--- src/hw/rtl/trz_pkg.sv ---
// shared constants, types and state codes of the triangle rasterizer
// used by the channel interfaces, the divider and the top level
`default_nettype none

package trz_pkg;

    localparam int SCREEN_W    = 128;
    localparam int SCREEN_H    = 128;
    localparam int FIX_ONE     = 1024;
    localparam int TEXEL_WORDS = 4096;

    localparam int FIX_SH = $clog2(FIX_ONE);
    localparam int PIX_N  = SCREEN_W * SCREEN_H;
    localparam int PIX_AW = $clog2(PIX_N);
    localparam int XW     = $clog2(SCREEN_W + 1);
    localparam int YW     = $clog2(SCREEN_H + 1);
    localparam int TEX_AW = $clog2(TEXEL_WORDS);

    localparam int CMD_W = 3;
    localparam int SLT_W = 2;
    localparam int CRD_W = 12;
    localparam int DEP_W = 15;
    localparam int COL_W = 16;
    localparam int UV_W  = 8;
    localparam int SH_W  = 8;
    localparam int TB_W  = 12;
    localparam int TSZ_W = 7;
    localparam int ZST_W = 16;
    localparam int CNT_W = 15;
    localparam int SCR_W = 5;
    localparam int NIB_W = 4;

    localparam int E_W    = 2 * CRD_W + 4;
    localparam int W_W    = FIX_SH + 1;
    localparam int ZI_W   = 2 * FIX_SH + 1;
    localparam int DEN_W  = 3 * FIX_SH + 1;
    localparam int Z_W    = DEP_W + 2;
    localparam int DIV_NW = (E_W + FIX_SH > DEN_W) ? E_W + FIX_SH : DEN_W;
    localparam int DIV_DW = (DEN_W > E_W) ? DEN_W : E_W;
    localparam int DIV_CW = $clog2(DIV_NW + 1);
    localparam int MA_W   = (CRD_W + 2 > FIX_SH + 2) ? CRD_W + 2 : FIX_SH + 2;
    localparam int MB_W   = (CRD_W + 2 > ZI_W + 1) ? CRD_W + 2 : ZI_W + 1;
    localparam int ACC_W  = MA_W + MB_W + 4;

    localparam int SCROLL_ROWS = 32;
    localparam int NIBBLE_MAX  = 15;
    localparam int CNT_MAX     = (1 << CNT_W) - 1;

    localparam logic [CMD_W-1:0] CMD_CLEAR = 3'd0;
    localparam logic [CMD_W-1:0] CMD_LOAD  = 3'd1;
    localparam logic [CMD_W-1:0] CMD_DRAW  = 3'd2;
    localparam logic [CMD_W-1:0] CMD_TEXEL = 3'd3;
    localparam logic [CMD_W-1:0] CMD_READ  = 3'd4;

    localparam logic [SH_W-1:0] SH_FLAT    = 8'd1;
    localparam logic [SH_W-1:0] SH_GOURAUD = 8'd2;
    localparam logic [SH_W-1:0] SH_TEXTURE = 8'd100;
    localparam logic [SH_W-1:0] SH_SCROLL  = 8'd101;

    localparam int CFG_IW = 2;
    localparam int CFG_DW = 16;
    localparam logic [CFG_IW-1:0] CFG_SKY    = 2'd0;
    localparam logic [CFG_IW-1:0] CFG_FORCE  = 2'd1;
    localparam logic [CFG_IW-1:0] CFG_SCROLL = 2'd2;

    typedef struct packed {
        logic [CMD_W-1:0]        cmd;
        logic [SLT_W-1:0]        vertex_slot;
        logic signed [CRD_W-1:0] pos_x;
        logic signed [CRD_W-1:0] pos_y;
        logic [DEP_W-1:0]        depth_in;
        logic [COL_W-1:0]        color_in;
        logic [UV_W-1:0]         tex_u;
        logic [UV_W-1:0]         tex_v;
        logic [SH_W-1:0]         shader_sel;
        logic [TB_W-1:0]         tex_base;
        logic [TSZ_W-1:0]        tex_size;
    } t_cmd;

    typedef struct packed {
        logic [COL_W-1:0]        read_color;
        logic signed [ZST_W-1:0] read_depth;
        logic [CNT_W-1:0]        pixels_drawn;
    } t_res;

    typedef struct packed {
        logic              start;
        logic [DIV_NW-1:0] num;
        logic [DIV_DW-1:0] den;
    } t_div_req;

    typedef struct packed {
        logic              done;
        logic [DIV_NW-1:0] quo;
    } t_div_rsp;

    typedef enum logic [4:0] {
        ST_IDLE,
        ST_CLEAR,
        ST_RDWAIT,
        ST_RDCAP,
        ST_ZI,
        ST_AREA,
        ST_BOX,
        ST_EDGE,
        ST_COVER,
        ST_W1,
        ST_W2,
        ST_DEN,
        ST_Z,
        ST_TEST,
        ST_SHADE,
        ST_FWR,
        ST_TADDR,
        ST_TEXRD,
        ST_TEXWR,
        ST_NEXT,
        ST_DONE
    } t_state;

endpackage

`default_nettype wire

--- src/hw/rtl/trz_div.sv ---
// shared restoring divider, one quotient bit per cycle
// depends on trz_pkg for widths and request/response structs
`default_nettype none

module trz_div (
    input  wire logic              i_clk,
    input  wire logic              i_rst_n,
    input  wire trz_pkg::t_div_req i_req,
    output      trz_pkg::t_div_rsp o_rsp
);
    import trz_pkg::*;

    logic              r_busy;
    logic              r_done;
    logic [DIV_CW-1:0] r_cnt;
    logic [DIV_DW-1:0] r_rem;
    logic [DIV_DW-1:0] r_den;
    logic [DIV_NW-1:0] r_q;

    logic [DIV_DW:0] shifted;
    logic [DIV_DW:0] diff;
    logic            ge;

    assign shifted = {r_rem, r_q[DIV_NW-1]};
    assign diff    = shifted - {1'b0, r_den};
    assign ge      = !diff[DIV_DW];

    always_ff @(posedge i_clk) begin
        if (!i_rst_n) begin
            r_busy <= 1'b0;
            r_done <= 1'b0;
            r_cnt  <= '0;
        end else begin
            r_done <= 1'b0;
            if (i_req.start) begin
                r_busy <= 1'b1;
                r_cnt  <= DIV_CW'(DIV_NW);
            end else if (r_busy) begin
                r_cnt <= r_cnt - 1'b1;
                if (r_cnt == DIV_CW'(1)) begin
                    r_busy <= 1'b0;
                    r_done <= 1'b1;
                end
            end
        end
    end

    always_ff @(posedge i_clk) begin
        if (i_req.start) begin
            r_rem <= '0;
            r_den <= i_req.den;
            r_q   <= i_req.num;
        end else if (r_busy) begin
            r_rem <= ge ? diff[DIV_DW-1:0] : shifted[DIV_DW-1:0];
            r_q   <= {r_q[DIV_NW-2:0], ge};
        end
    end

    assign o_rsp.done = r_done;
    assign o_rsp.quo  = r_q;

endmodule

`default_nettype wire

--- config.mk ---
export PLATFORM = sky130hd
export DESIGN_NAME = trz_div
export DESIGN_NICKNAME = d
export VERILOG_FILES = /design/src/hw/rtl/trz_pkg.sv /design/src/hw/rtl/trz_div.sv
export SDC_FILE = /design/constraint.sdc
export NUM_CORES = 1
export LEC_CHECK = 0
export BUFFER_PORTS_ARGS = -buffer_cell sky130_fd_sc_hd__buf_2
export CORE_MARGIN = 10
export CORE_UTILIZATION = 57
export DETAILED_ROUTE_END_ITERATION = 12
export PLACE_DENSITY = 0.81
export SLEW_MARGIN = 20
export SYNTH_ARGS = -nofsm -noshare
export SYNTH_HDL_FRONTEND = slang
export SYNTH_SLANG_ARGS = --single-unit
export TNS_END_PERCENT = 30
--- constraint.sdc ---
create_clock -name i_clk -period 3.45 [get_ports i_clk]
set_clock_uncertainty 0.15 [all_clocks]
set_input_delay 0.69 -clock i_clk [delete_from_list [all_inputs] [get_ports i_clk]]
set_output_delay 0.69 -clock i_clk [all_outputs]
set_load 0.02 [all_outputs]
==> results, run 1 <==
- The flow ran to the end, and the final reports show no timing, DRC or antenna violations.
- The number of detailed-route iterations in the first pass is 5.
- Measured against its own limit, the worst slew margin works out to 54.6%.
- The library cell with the highest instance count after synthesis is nand2_1.
- The final cycle utilization of the critical path is 93.9%.
- The share of synthesized area in the top cell type comes to 33.1%.
- For the pin with the worst max-slew slack, the measured transition is 0.682 ns.
- Yosys mapped a number of flops with a built-in enable equal to 69.
- The depth of the CTS H-tree is 3.
- The overall power after layout is between 3 and 4 mW.
- The post-layout worst setup margin is 0.209 ns.
- In this run the tool buffered the top-level ports with 110 buffer cells.
- The data arrival at the endpoint of the critical path is 3.35 ns.
- The largest stage delay on the critical path is between 0.3 and 0.4 ns.
- The critical path is of the flop to flop type.
- The number of primary I/O pins is 111.
- Net switching is 32.8% of the power.
- The buffer count from post-CTS setup fixing is 0.
- The number of design rule violations left after detail routing is 0.
- Sequential elements use 45.5% of the synthesized area.
- After detailed routing, the average wire length per cell comes to 16.7 um.
- The region available for standard cell placement spans between 0.01 and 0.015 sq mm.
- Power spread over the standard cell area amounts to 473 mW/mm^2.
- For the worst setup path, the data required time is 3.56 ns.
- The post-layout net count is around 800.
- The kind of path behind the tightest hold check is input port to flop.
- The cell with the biggest individual delay on the critical path is fa_1.
- The die covers 0.0156 sq mm.
- Including well taps, the total number of placed cells is 844.
- Counting every net in the synthesized netlist gives 725.
- The startpoint type of the worst setup path is a flop.
- The commonest cells after synthesis are 72 x nand2_1, 69 x edfxtp_1, 52 x nor2_1.
- The root buffer cell is clkbuf_8.
- The final-report max-slew violation count was 0.
- The initial core utilization is 58.1%.
- The worst-case IR drop observed on VDD is 0.383 mV.
- The register share of total power is between 40% and 50%.
- The die is 125 um tall.
- The clock-pin slew reported for the worst setup and hold paths after clock tree synthesis is 0.11 ns.
- The clock passes through at most 2 buffers.
- After floorplanning, the core was divided into 38 placement rows.
- At the placement stage, the worst setup path has a slack of 0.261 ns.
- The number of distinct library cells after synthesis is 60.
- Counting every instance in the synthesized netlist gives 619.
- The number of global-route vias before repair is 4900.
- Summing over every cut layer, the via total after detailed routing is between 5000 and 6000.
- Summing every instance area after synthesis gives 0.00627 sq mm.
- The leakage power is 3.03 nW.
- In the routed layout, each cell is associated on average with a via count of between 5 and 6.
- The highest clock frequency the design can meet is about 310 MHz.
- The number of hold violations in the final report is 0.
- The routed design could run at a clock period as short as between 3 and 4 ns.
- In this run, CTS created clock tree buffers numbering 9.
- The clock latency reported for the late side of the worst-skew pair is about 0.4 ns.
- The HPWL after detailed placement is 10800 um.
- Entering global routing, the biggest net connects 39 pins.
- The number of register bits inferred by synthesis is 108.
- Setup repair after global routing left no endpoint under its margin.
- Along the worst path, the maximum fanout reaches 7.
- Global routing used ~18% of the available tracks.
- The number of setup violations in the final report is 0.
- The post-synthesis average cell area is 10.1 sq um.
- The total clock sinks is around 110.
- The internal portion of the total power is 2.27 mW.
- For this run, the number of Yosys warnings is 0.
- The total of fill cells in the finished design is roughly 860.
- Cells with a size suffix above 1 make up 26.9% of the layout.
- The number of inserted diodes is 0.
- The initial antenna violation count is 0.
- The critical path goes through inv_1 -> ha_1 -> fa_1 -> nand2b_1 -> a21o_1 -> nand2_1 -> a21oi_1 -> o31a_1 -> a211o_1 -> and3_1 -> o21ai_1 -> a311oi_2.
- After detailed routing, the total wire length is 14400 um.
- Combinational logic is responsible for 28.4% of the overall power.
- The number of non-filler instances in the completed layout is between 800 and 900.
- The first global-routing pass estimated 23700 um of wire.
- The area growth from synthesis to layout is 14.0%.
- Routability-driven placement finished with a final weighted congestion of around 0.90.
- The prevailing post-synth register cell is edfxtp_1.
- The TritonCTS clock tree is yes.
- The endpoint class of the critical path is a flop.
- The horizontal die dimension is 125 um.
- The count of nets left with antenna violations after detail routing is 0.
- The async set-reset flop share out of synthesis is 0%.
- Summed over all nets, the switching power comes to 1.11 mW.
- The fraction of the core area covered by cells at the end of the flow is 66.2%.
- Summed over all failing endpoints, the final setup total negative slack is 0 ns.
- The detailed router finished its first iteration with about 350 violations.
- Ranked by total cell area, the synthesized netlist is headed by edfxtp_1 33%, dfxtp_1 12%, mux2_2 6.6%.
- The clock group share of total power is approximately a quarter.
- The tool flagged a number of max-cap violations equal to 0.
- Summed over all instances, the cell type with the most area after synthesis is edfxtp_1.
- The total overflow left after global routing is 0.
-- flip-flops by register name, indices dropped and copies added (netlist names) --
| name | flops |
|---|---|
| r_q | 38 |
| r_cnt | 6 |
| r_done | 1 |
| r_den | 31 |
| r_rem | 31 |
| r_busy | 1 |
-- final cells by class --
cell class	instances	area [sq um]	share of cell area [%]
Multi-Input combinational cell	431	3090	43.3
Sequential cell	108	2850	39.9
Timing Repair Buffer	120	641	8.97
Tap cell	140	175	2.45
Inverter	45	169	2.36
Clock buffer	10	138	1.93
Clock inverter	6	77.6	1.09
-- worst paths after layout --
| check | slack (ns) | startpoint | end | cells after the start |
|---|---|---|---|---|
| max | 0.21 | r_q[37] | r_rem[24] | 12 |
| min | 0.31 | i_req[1] | r_den[1] | 1 |
| max reg2reg | 0.21 | r_q[37] | r_rem[24] | 12 |
| min reg2reg | 0.35 | r_rem[8] | r_rem[8] | 2 |
-- cell families (layout without fill, tap and decap cells) --
| logic type | Yosys count | in the layout | share of synthesized area (%) |
|---|---|---|---|
| multiplexers | 41 | 41 | 7.29 |
| flip-flops | 108 | 108 | 45.5 |
| AO/OA/AOI/OAI | 151 | 151 | 17.5 |
| adder cells (fa/ha/maj) | 34 | 34 | 6.91 |
| XOR/XNOR | 26 | 26 | 3.93 |
| AND/OR/NAND/NOR | 179 | 179 | 13.2 |
| buffers and inverters | 80 | 181 | 5.65 |
-- layout by cell type, fill, tap and decap left out, types with 33 or more instances in the layout --
| master | count |
|---|---|
| dfxtp_1 | 38 |
| edfxtp_1 | 69 |
| inv_1 | 45 |
| mux2_2 | 37 |
| ha_1 | 33 |
| nor2_1 | 52 |
| nand2_1 | 72 |
| buf_2 | 109 |
| a21oi_1 | 33 |
-- power by group through the flow --
stage,registers [mW],logic [mW],clock network [mW]
detailed placement,1.61,0.946,0
CTS,1.59,0.954,0.850
global route,1.60,1.06,0.892
global placement,1.61,0.925,0
floorplan,1.65,0.660,0
finish,1.59,0.960,0.834
-- per-layer routing --
| layer | track usage, % | wire [um] | up-vias |
|---|---|---|---|
| met5 | 0 | 0 | - |
| met4 | 7.32 | 391 | 0 |
| met3 | 4.26 | 606 | 30 |
| met2 | 31.4 | 7320 | 125 |
| met1 | 21.2 | 6070 | 2392 |
| li1 | - | - | 2454 |
-- through the flow --
step / hold slack (ns) / instance area (sq um)
floorplan: 0.299 / 6270
global placement: 0.320 / 6910
detailed placement: 0.332 / 6910
CTS: 0.296 / 7120
global route: 0.297 / 7140
finish: 0.308 / 7140
-- repair_timing --
item / in CTS / in global routing
gates resized for setup: 0 / 4
setup endpoints to repair: 0 / 9
hold buffers: 0 / 0
-- worst max-delay path, delay by kind of cell (launching register included) --
kind	cells	cell delay [ns]
AO/OA/AOI/OAI	6	1.46
adder cells (fa/ha/maj)	2	0.61
buffers and inverters	1	0.06
flip-flops	1	0.36
AND/OR/NAND/NOR	3	0.47
Power figures use the tool's default switching activity.
==> inputs of run 2 (changes only) <==
Settings changed: ABC_AREA set to 1, CORE_UTILIZATION 57 to 58.
==> results, run 2 <==
- The completed layout was analyzed and its total power is roughly 3 mW.
- After detailed routing, the total wire length is 17200 um.
- The number of global-route vias before repair was 6060.
- The region available for standard cell placement spans 0.0120 sq mm.
- The height of the die is around 130 um.
- In the layout the commonest cells are 468 x nand2_1, 209 x inv_1, 110 x buf_2.
- The tightest min-delay check is of the flop to flop type.
- The xor and xnor area share after synthesis is around 1.7%.
- The worst register-to-register path begins at r_den[17].
- The library cell with the highest instance count after synthesis is nand2_1.
- The endpoint class of the critical path is a flop.
- Clock-pin slew was measured on the worst setup and hold paths at about 0.080 ns.
- Detailed placement finished with a half-perimeter wire length of about 13000 um.
- The analysis attributes to cell leakage a power of 4.56 nW.
- The root buffer cell is clkbuf_16.
- The number of design rule violations left after detail routing is 0.
- The multiplexer share of the synthesized area is 0%.
- After synthesis, the largest family of logic cells by area is simple AND/OR/NAND/NOR gates.
- The number of max-capacitance violations reported is 0.
- In the final layout, the share of cells above drive strength 1 is between 10% and 20%.
- The worst path in the final design needs a cycle of 2.56 ns, including I/O delays and setup.
- The capture endpoint of the worst hold path is r_rem[11].
- The first global-routing pass estimated between 20000 and 30000 um of wire.
- Sorting the synthesized cells by area gives the leading types as edfxtp_1 29%, nand2_1 25%, inv_1 11%.
- The total clock sinks is 108.
- The cell count after synthesis came out at 1041.
- For the pin with the worst max-slew slack, the measured transition is 0.633 ns.
- The fraction of synthesized cell area taken by the top area cell type is 29.2%.
- In the routed layout, each cell is associated on average with a via count of between 4 and 5.
- Summed over all instances, the cell type with the most area after synthesis is edfxtp_1.
- After clock tree synthesis, the repair step resized 0 gates.
- The startpoint identified for the worst hold timing path is r_rem[11].
- Routability-driven placement finished with a final weighted congestion of 0.966.
- The worst hold path passes through 2 cells.
- The pin count of the biggest net entering global routing is a little under 50.
- Ranked by flip-flop count, first place goes to r_q.
- The number of hold violations in the final report is 0.
- The number of antenna diodes in the final layout is 0.
- The total die area is between 0.015 and 0.02 sq mm.
- The areal power density over the cells is 372 mW/mm^2.
- The kind of critical path is flop to flop.
- The startpoint type of the worst setup path is a flop.
- The commonest non-fill, non-tap cell in the layout is nand2_1.
- The detail route stage leaves a number of antenna-violating nets equal to 0.
- The area used by sequential logic in the layout is 0.00285 sq mm.
- The final setup TNS is 0 ns.
- The prevailing post-synth register cell is edfxtp_1.
- The largest fanout on the critical path is 32.
- After synthesis the netlist holds a flip-flop and latch count of 108.
- The multi-input logic area is 0.00333 sq mm.
- The number of setup violations in the final report is 0.
- The count of buffers inserted at the top-level ports is 110.
- The post-layout worst setup margin is roughly 0.89 ns.
- TritonCTS created 9 clock buffers.
- After global routing the overflow that remains totals 0.
- Dividing the synthesized area by the synthesized cell count gives between 6 and 7 sq um.
- The horizontal die dimension is 131 um.
- The H-tree was split into 3 levels.
- The clock latency reported for the late side of the worst-skew pair is 0.36 ns.
- The synthesized netlist devotes 2.32% of its cell area to compound gates.
- The number of cells on the worst reg-to-reg path is 14.
- The async set-reset flop share out of synthesis is 0%.
- The first routing iteration left 406 violations.
- The number of flops mapped to enable cells by yosys is 69.
- Sorting the synthesized cells by how often they occur yields 468 x nand2_1, 209 x inv_1, 69 x edfxtp_1.
- The adder-cell share of the synthesized area is slightly above 6%.
- The area added between synthesis and finish is 13.2%.
- In this run the count of I/O pins placed on the die edge is 111.
- Setup repair after global routing left no endpoint under its margin.
- The initial antenna violation count is 0.
- Counting every net in the synthesized netlist gives 1147.
- Summing every instance area after synthesis gives 0.00711 sq mm.
- The number of distinct library cells after synthesis is 36.
- The flow ran to the end, and the final reports show no timing, DRC or antenna violations.
- Buffers inserted to repair hold after CTS numbered 0.
- The initial core utilization is 59.2%.
- The setup slack at placement is 0.861 ns.
- Global routing consumed, over all layers together, a little over 20% of the routing resources.
- Yosys printed 0 warnings.
- The average wire per standard cell is 13.2 um.
- IR analysis of the VDD net gives a maximum drop of between 0.3 and 0.4 mV.
- The clock passes through at most 2 buffers.
- The number of placement rows is 40.
- The register with the most flip-flops in the layout has 38 of them.
- The headroom to the max-slew limit is approximately 58%.
- Of the synthesized area, sequential elements account for 40.1%.
- The highest clock frequency the design can meet is 390 MHz.
- The data arrival at the endpoint of the critical path is 2.66 ns.
- Summing over every cut layer, the via total after detailed routing is between 6000 and 7000.
- The first detailed-routing pass ran for 6 iterations.
- The post-layout net count is approximately 1300.
- The largest registers in the layout are r_q x38, r_den x31, r_rem x31.
- The final cycle utilization of the critical path is about three quarters.
- The final-report max-slew violation count is 0.
- The reg2reg setup slack is 0.89 ns.
- TritonCTS built the clock tree.
- The buffer count from post-CTS setup fixing is 0.
- The worst register-to-register path ends at r_rem[5].
- After filler insertion, the fill cell instance count of the layout stands at 1094.
- After Yosys synthesis, and, or, nand and nor cells account for 36.6% of the synthesized area.
- The required time reported for the critical path endpoint is 3.55 ns.
==> run 2: cell types whose count changed after synthesis, sizes merged, moves of 11 or more <==
cell | before | now
a21o | 17 | 0
a21oi | 36 | 20
a311oi | 24 | 0
buf | 20 | 9
inv | 45 | 211
mux2 | 37 | 0
nand2 | 72 | 491
nand3 | 15 | 57
o21ai | 21 | 6
==> run 2: through the flow <==
stage / instance area, sq um / hold slack [ns] / std cells / util [%]
2_1_floorplan: 7110 / 0.299 / 1041 / -
3_3_place_gp: 7750 / 0.309 / 1283 / 64.5
3_5_place_dp: 7750 / 0.312 / 1283 / 64.5
4_1_cts: 8040 / 0.324 / 1299 / 67.0
5_1_grt: 8040 / 0.336 / 1299 / 67.0
6_report: 8040 / 0.324 / 1299 / 67.0
==> run 2: worst max-delay path by stage <==
stage                    from  slack [ns]       end  cells after the start
floorplan           i_req[69]        0.94    r_q[0]                      4
global placement    r_den[17]        0.97    r_q[0]                     12
detailed placement  r_den[17]        0.86    r_q[0]                     12
CTS                 r_den[17]        0.85  r_rem[5]                     14
global route        r_den[17]        0.64  r_rem[5]                     14
finish              r_den[17]        0.89  r_rem[5]                     14
==> run 2: cell type report <==
class	count	area share (%)
repair buffers	116	7.41
flip-flops and latches	108	35.5
inverters	211	9.85
clock inverters	7	0.840
clock buffers	9	2.80
multi-input cells	701	41.4
well taps	147	2.29
==> run 2: report_power, final <==
part           internal [mW]  switching (mW)  total, mW
logic                  0.153           0.298      0.450
clock network          0.508           0.523       1.03
registers               1.47          0.0394       1.51
total                   2.13           0.860       2.99
==> run 2: routing by layer <==
metal,global-route usage (%),wire (um)
met1,26.0,7740
met2,34.4,8150
met3,5.64,1020
met4,5.49,280
met5,0,0
==> run 2: worst max-delay path, cell delays in order (launching register included) <==
cell and delay [ns]:
edfxtp_1 0.37, inv_1 0.07, ha_1 0.28, nand2_2 0.17, inv_1 0.05, nand2_1 0.06, nand2_1 0.06, nand2_1 0.08
nand2_2 0.07, a21oi_2 0.29, nand3_1 0.18, nand2_4 0.34, nand2_1 0.11, nand3_1 0.10, nand2_1 0.06
==> run 2: cells by family (layout without fill, tap and decap cells) <==
group	Yosys count	after routing
flip-flops	108	108
adder cells (fa/ha/maj)	34	34
AND/OR/NAND/NOR	623	623
AO/OA/AOI/OAI	30	30
buffers and inverters	232	343
XOR/XNOR	14	14
==> inputs of run 3 (changes only) <==
Settings changed: ABC_AREA 1 to 0, CORE_UTILIZATION 58 to 57.
Clock period 3.45 ns to 2.54 ns, I/O delays scaled along.
==> results, run 3 (synthesis gave the netlist of run 1 again) <==
- The length in cells of the worst reg-to-reg path is 12.
- On the worst path, the slowest cell contributes a delay of around 0.4 ns.
- The largest registers in the layout are r_q x38, r_den x31, r_rem x31.
- Derived from the worst setup path, the maximum achievable clock frequency is 334 MHz.
- The worst register-to-register path begins at r_den[18].
- The placed wire-length estimate after detailed placement is 12500 um.
- For this run, design rule violations remaining after detail routing come to 0.
- The areal power density over the cells is between 600 and 700 mW/mm^2.
- In the final timing run, aggregate negative setup slack is -12.17 ns.
- The largest fanout on the critical path is 7.
- Cells with a size suffix above 1 make up a little over two fifths of the layout.
- The pre-antenna-repair detailed-routing pass consisted of 5 iterations.
- The total global-route track usage is 21.6%.
- The average vias per placed instance is ~6.
- Summed over all layers, the routed wires come to between 15000 and 20000 um.
- STA classifies the critical path endpoint as a flop.
- In the final routed layout, each cell accounts on average for roughly 19 um.
- The detailed router finished its first iteration with 513 violations.
- Grouping stages by cell kind, the critical path spends the most delay in simple AND/OR/NAND/NOR gates.
- The total area inside the core boundary comes to 0.0108 sq mm.
- The worst pin sits at a relative slew slack of 62.6%.
- Setup slack on the worst reg-to-reg path comes out at -0.45 ns.
- The global placement routability congestion is 0.956.
- The required time reported for the critical path endpoint is around 2.7 ns.
- The transition at the pin with the smallest max-transition slack is 0.559 ns.
- The worst IR drop on VDD is 0.563 mV.
- The worst flop-to-flop path endpoint is r_rem[6].
- The path with the worst hold slack has its endpoint at r_den[19].
- The run finished, with violations left.
- The initial core utilization is 58.1%.
- Entering global routing, the biggest net connects 73 pins.
- In the final design database the tool counted 929 nets.
- In this run the number of H-tree levels came out at 3.
- In this run the worst hold path is classified as input port to flop.
- Relative to the synthesized area, the layout overhead comes to 33.3%.
- The clock-pin slew reported for the worst setup and hold paths after clock tree synthesis is between 0.1 and 0.15 ns.
- The checks that failed: negative setup slack.
- Walking the worst path, the cells encountered are inv_1 -> ha_2 -> and3_1 -> nand4_1 -> a31o_2 -> nor4_4 -> nand2b_4 -> xor2_4 -> buf_12 -> buf_8 -> nand2_2 -> a311oi_2.
- During I/O placement, the number of pins put on the boundary was around 110.
- The initial antenna violation count is 1.
- Summed over all cells, the static leakage comes to 3.64 nW.
- The setup path with the least slack is of type flop to flop.
- The total of fill cells in the finished design is 691.
- Across all layers, the routed design uses 5660 vias.
- Counting along the longest clock path gives a buffer depth of 2.
- The number of global-route vias before repair is 5659.
- The number of hold buffers added after CTS is 0.
- The top cell types in the final layout, fill and taps aside, are 109 x buf_4, 109 x buf_2, 69 x edfxtp_1.
- The startpoint type of the worst setup path is a flop.
- In the finished design, the share of the clock period the worst path needs comes to 118%.
- The height of the die is 125 um.
- In the post-route analysis, the smallest setup slack over all paths is -0.455 ns.
- The register with the most flip-flops in the layout has 38 of them.
- Measured along the x axis, the die boundary spans 125 um.
- The fraction of the core area covered by cells at the end of the flow is 77.4%.
- The final-report max-slew violation count came to 0.
- After floorplanning, the core was divided into 38 placement rows.
- The remaining global-route overflow is 0.
- The data arrival at the endpoint of the critical path is 3.15 ns.
- The total die area is 0.0156 sq mm.
- The clock latency reported for the late side of the worst-skew pair is 0.41 ns.
- The count of buffers inserted at the top-level ports is 110.
- Setup repair after global routing could not meet its margin everywhere.
- The TritonCTS clock tree is yes.
- The routed design could run at a clock period as short as 2.99 ns.
- The first global-routing pass estimated about 28000 um of wire.
- The most flop-heavy register is r_q.
- The start point of the worst min-delay path is i_req[19].
- The cell with the biggest individual delay on the critical path is ha_2.
- The tool flagged a number of max-cap violations equal to 0.
- The number of buffers created by CTS is 9.
- The clock drives between 100 and 150 sinks.
- The number of hold violations in the final report was 0.
- Setup violations remaining at the end of the flow were counted as 32.
- The count of nets left with antenna violations after detail routing is 0.
- Counting both buffers and inverters, the worst setup path holds a total of 3.
- The root buffer cell chosen for the clock tree is clkbuf_8.
- The number of cells on the worst hold path is 1.
==> run 3: power breakdown <==
part | switching [mW] | internal, mW
sequential | 0.104 | 2.05
combinational | 0.978 | 0.847
clock | 0.680 | 0.491
==> run 3: final cells by class <==
type | instances | area [sq um] | area share (%)
inverter | 45 | 169 | 2.02
clock buffer | 9 | 124 | 1.48
clock inverter | 7 | 103 | 1.23
sequential | 108 | 2860 | 34.2
multi-input combinational | 431 | 3410 | 40.8
antenna | 1 | 2.50 | 0.0300
tap | 140 | 175 | 2.10
timing repair buffer | 228 | 1510 | 18.1
==> run 3: how the worst max path moves through the flow <==
stage / endpoint / depth (start not counted) / slack (ns) / start
final: r_rem[6] / 12 / -0.45 / r_den[18]
after global routing: r_rem[11] / 13 / -0.61 / r_den[8]
after CTS: r_rem[2] / 13 / -0.41 / r_den[11]
after detailed placement: r_rem[25] / 12 / -0.48 / r_den[4]
after global placement: r_rem[25] / 12 / -0.51 / r_den[4]
after floorplan: r_rem[30] / 12 / -0.31 / r_q[37]
==> run 3: timing repair <==
action	CTS	global route
cloned	3	0
gates resized for setup	35	30
setup endpoints to repair	32	32
setup buffers	6	3
pin swaps	30	9
==> run 3: per-stage QoR <==
step | area, sq um | std cells | hold WS [ns] | total power [mW] | setup WS (ns)
after CTS | 8180 | 966 | 0.106 | 5.06 | -0.405
after global routing | 8350 | 969 | 0.108 | 5.40 | -0.610
after floorplan | 6300 | 619 | 0.299 | 3.15 | -0.312
after detailed placement | 7680 | 941 | 0.349 | 3.76 | -0.483
final | 8350 | 969 | 0.126 | 5.15 | -0.455
after global placement | 7680 | 941 | 0.344 | 3.70 | -0.505
==> run 3: routing by layer <==
layer  GRT usage (%)  share of wire (%)  vias up
met5               0                  0        -
met4            8.13                3.5        0
met3            4.89                5.6       55
met2            38.7                 52      227
met1            24.4                 39     2714
li1                -                  -     2664
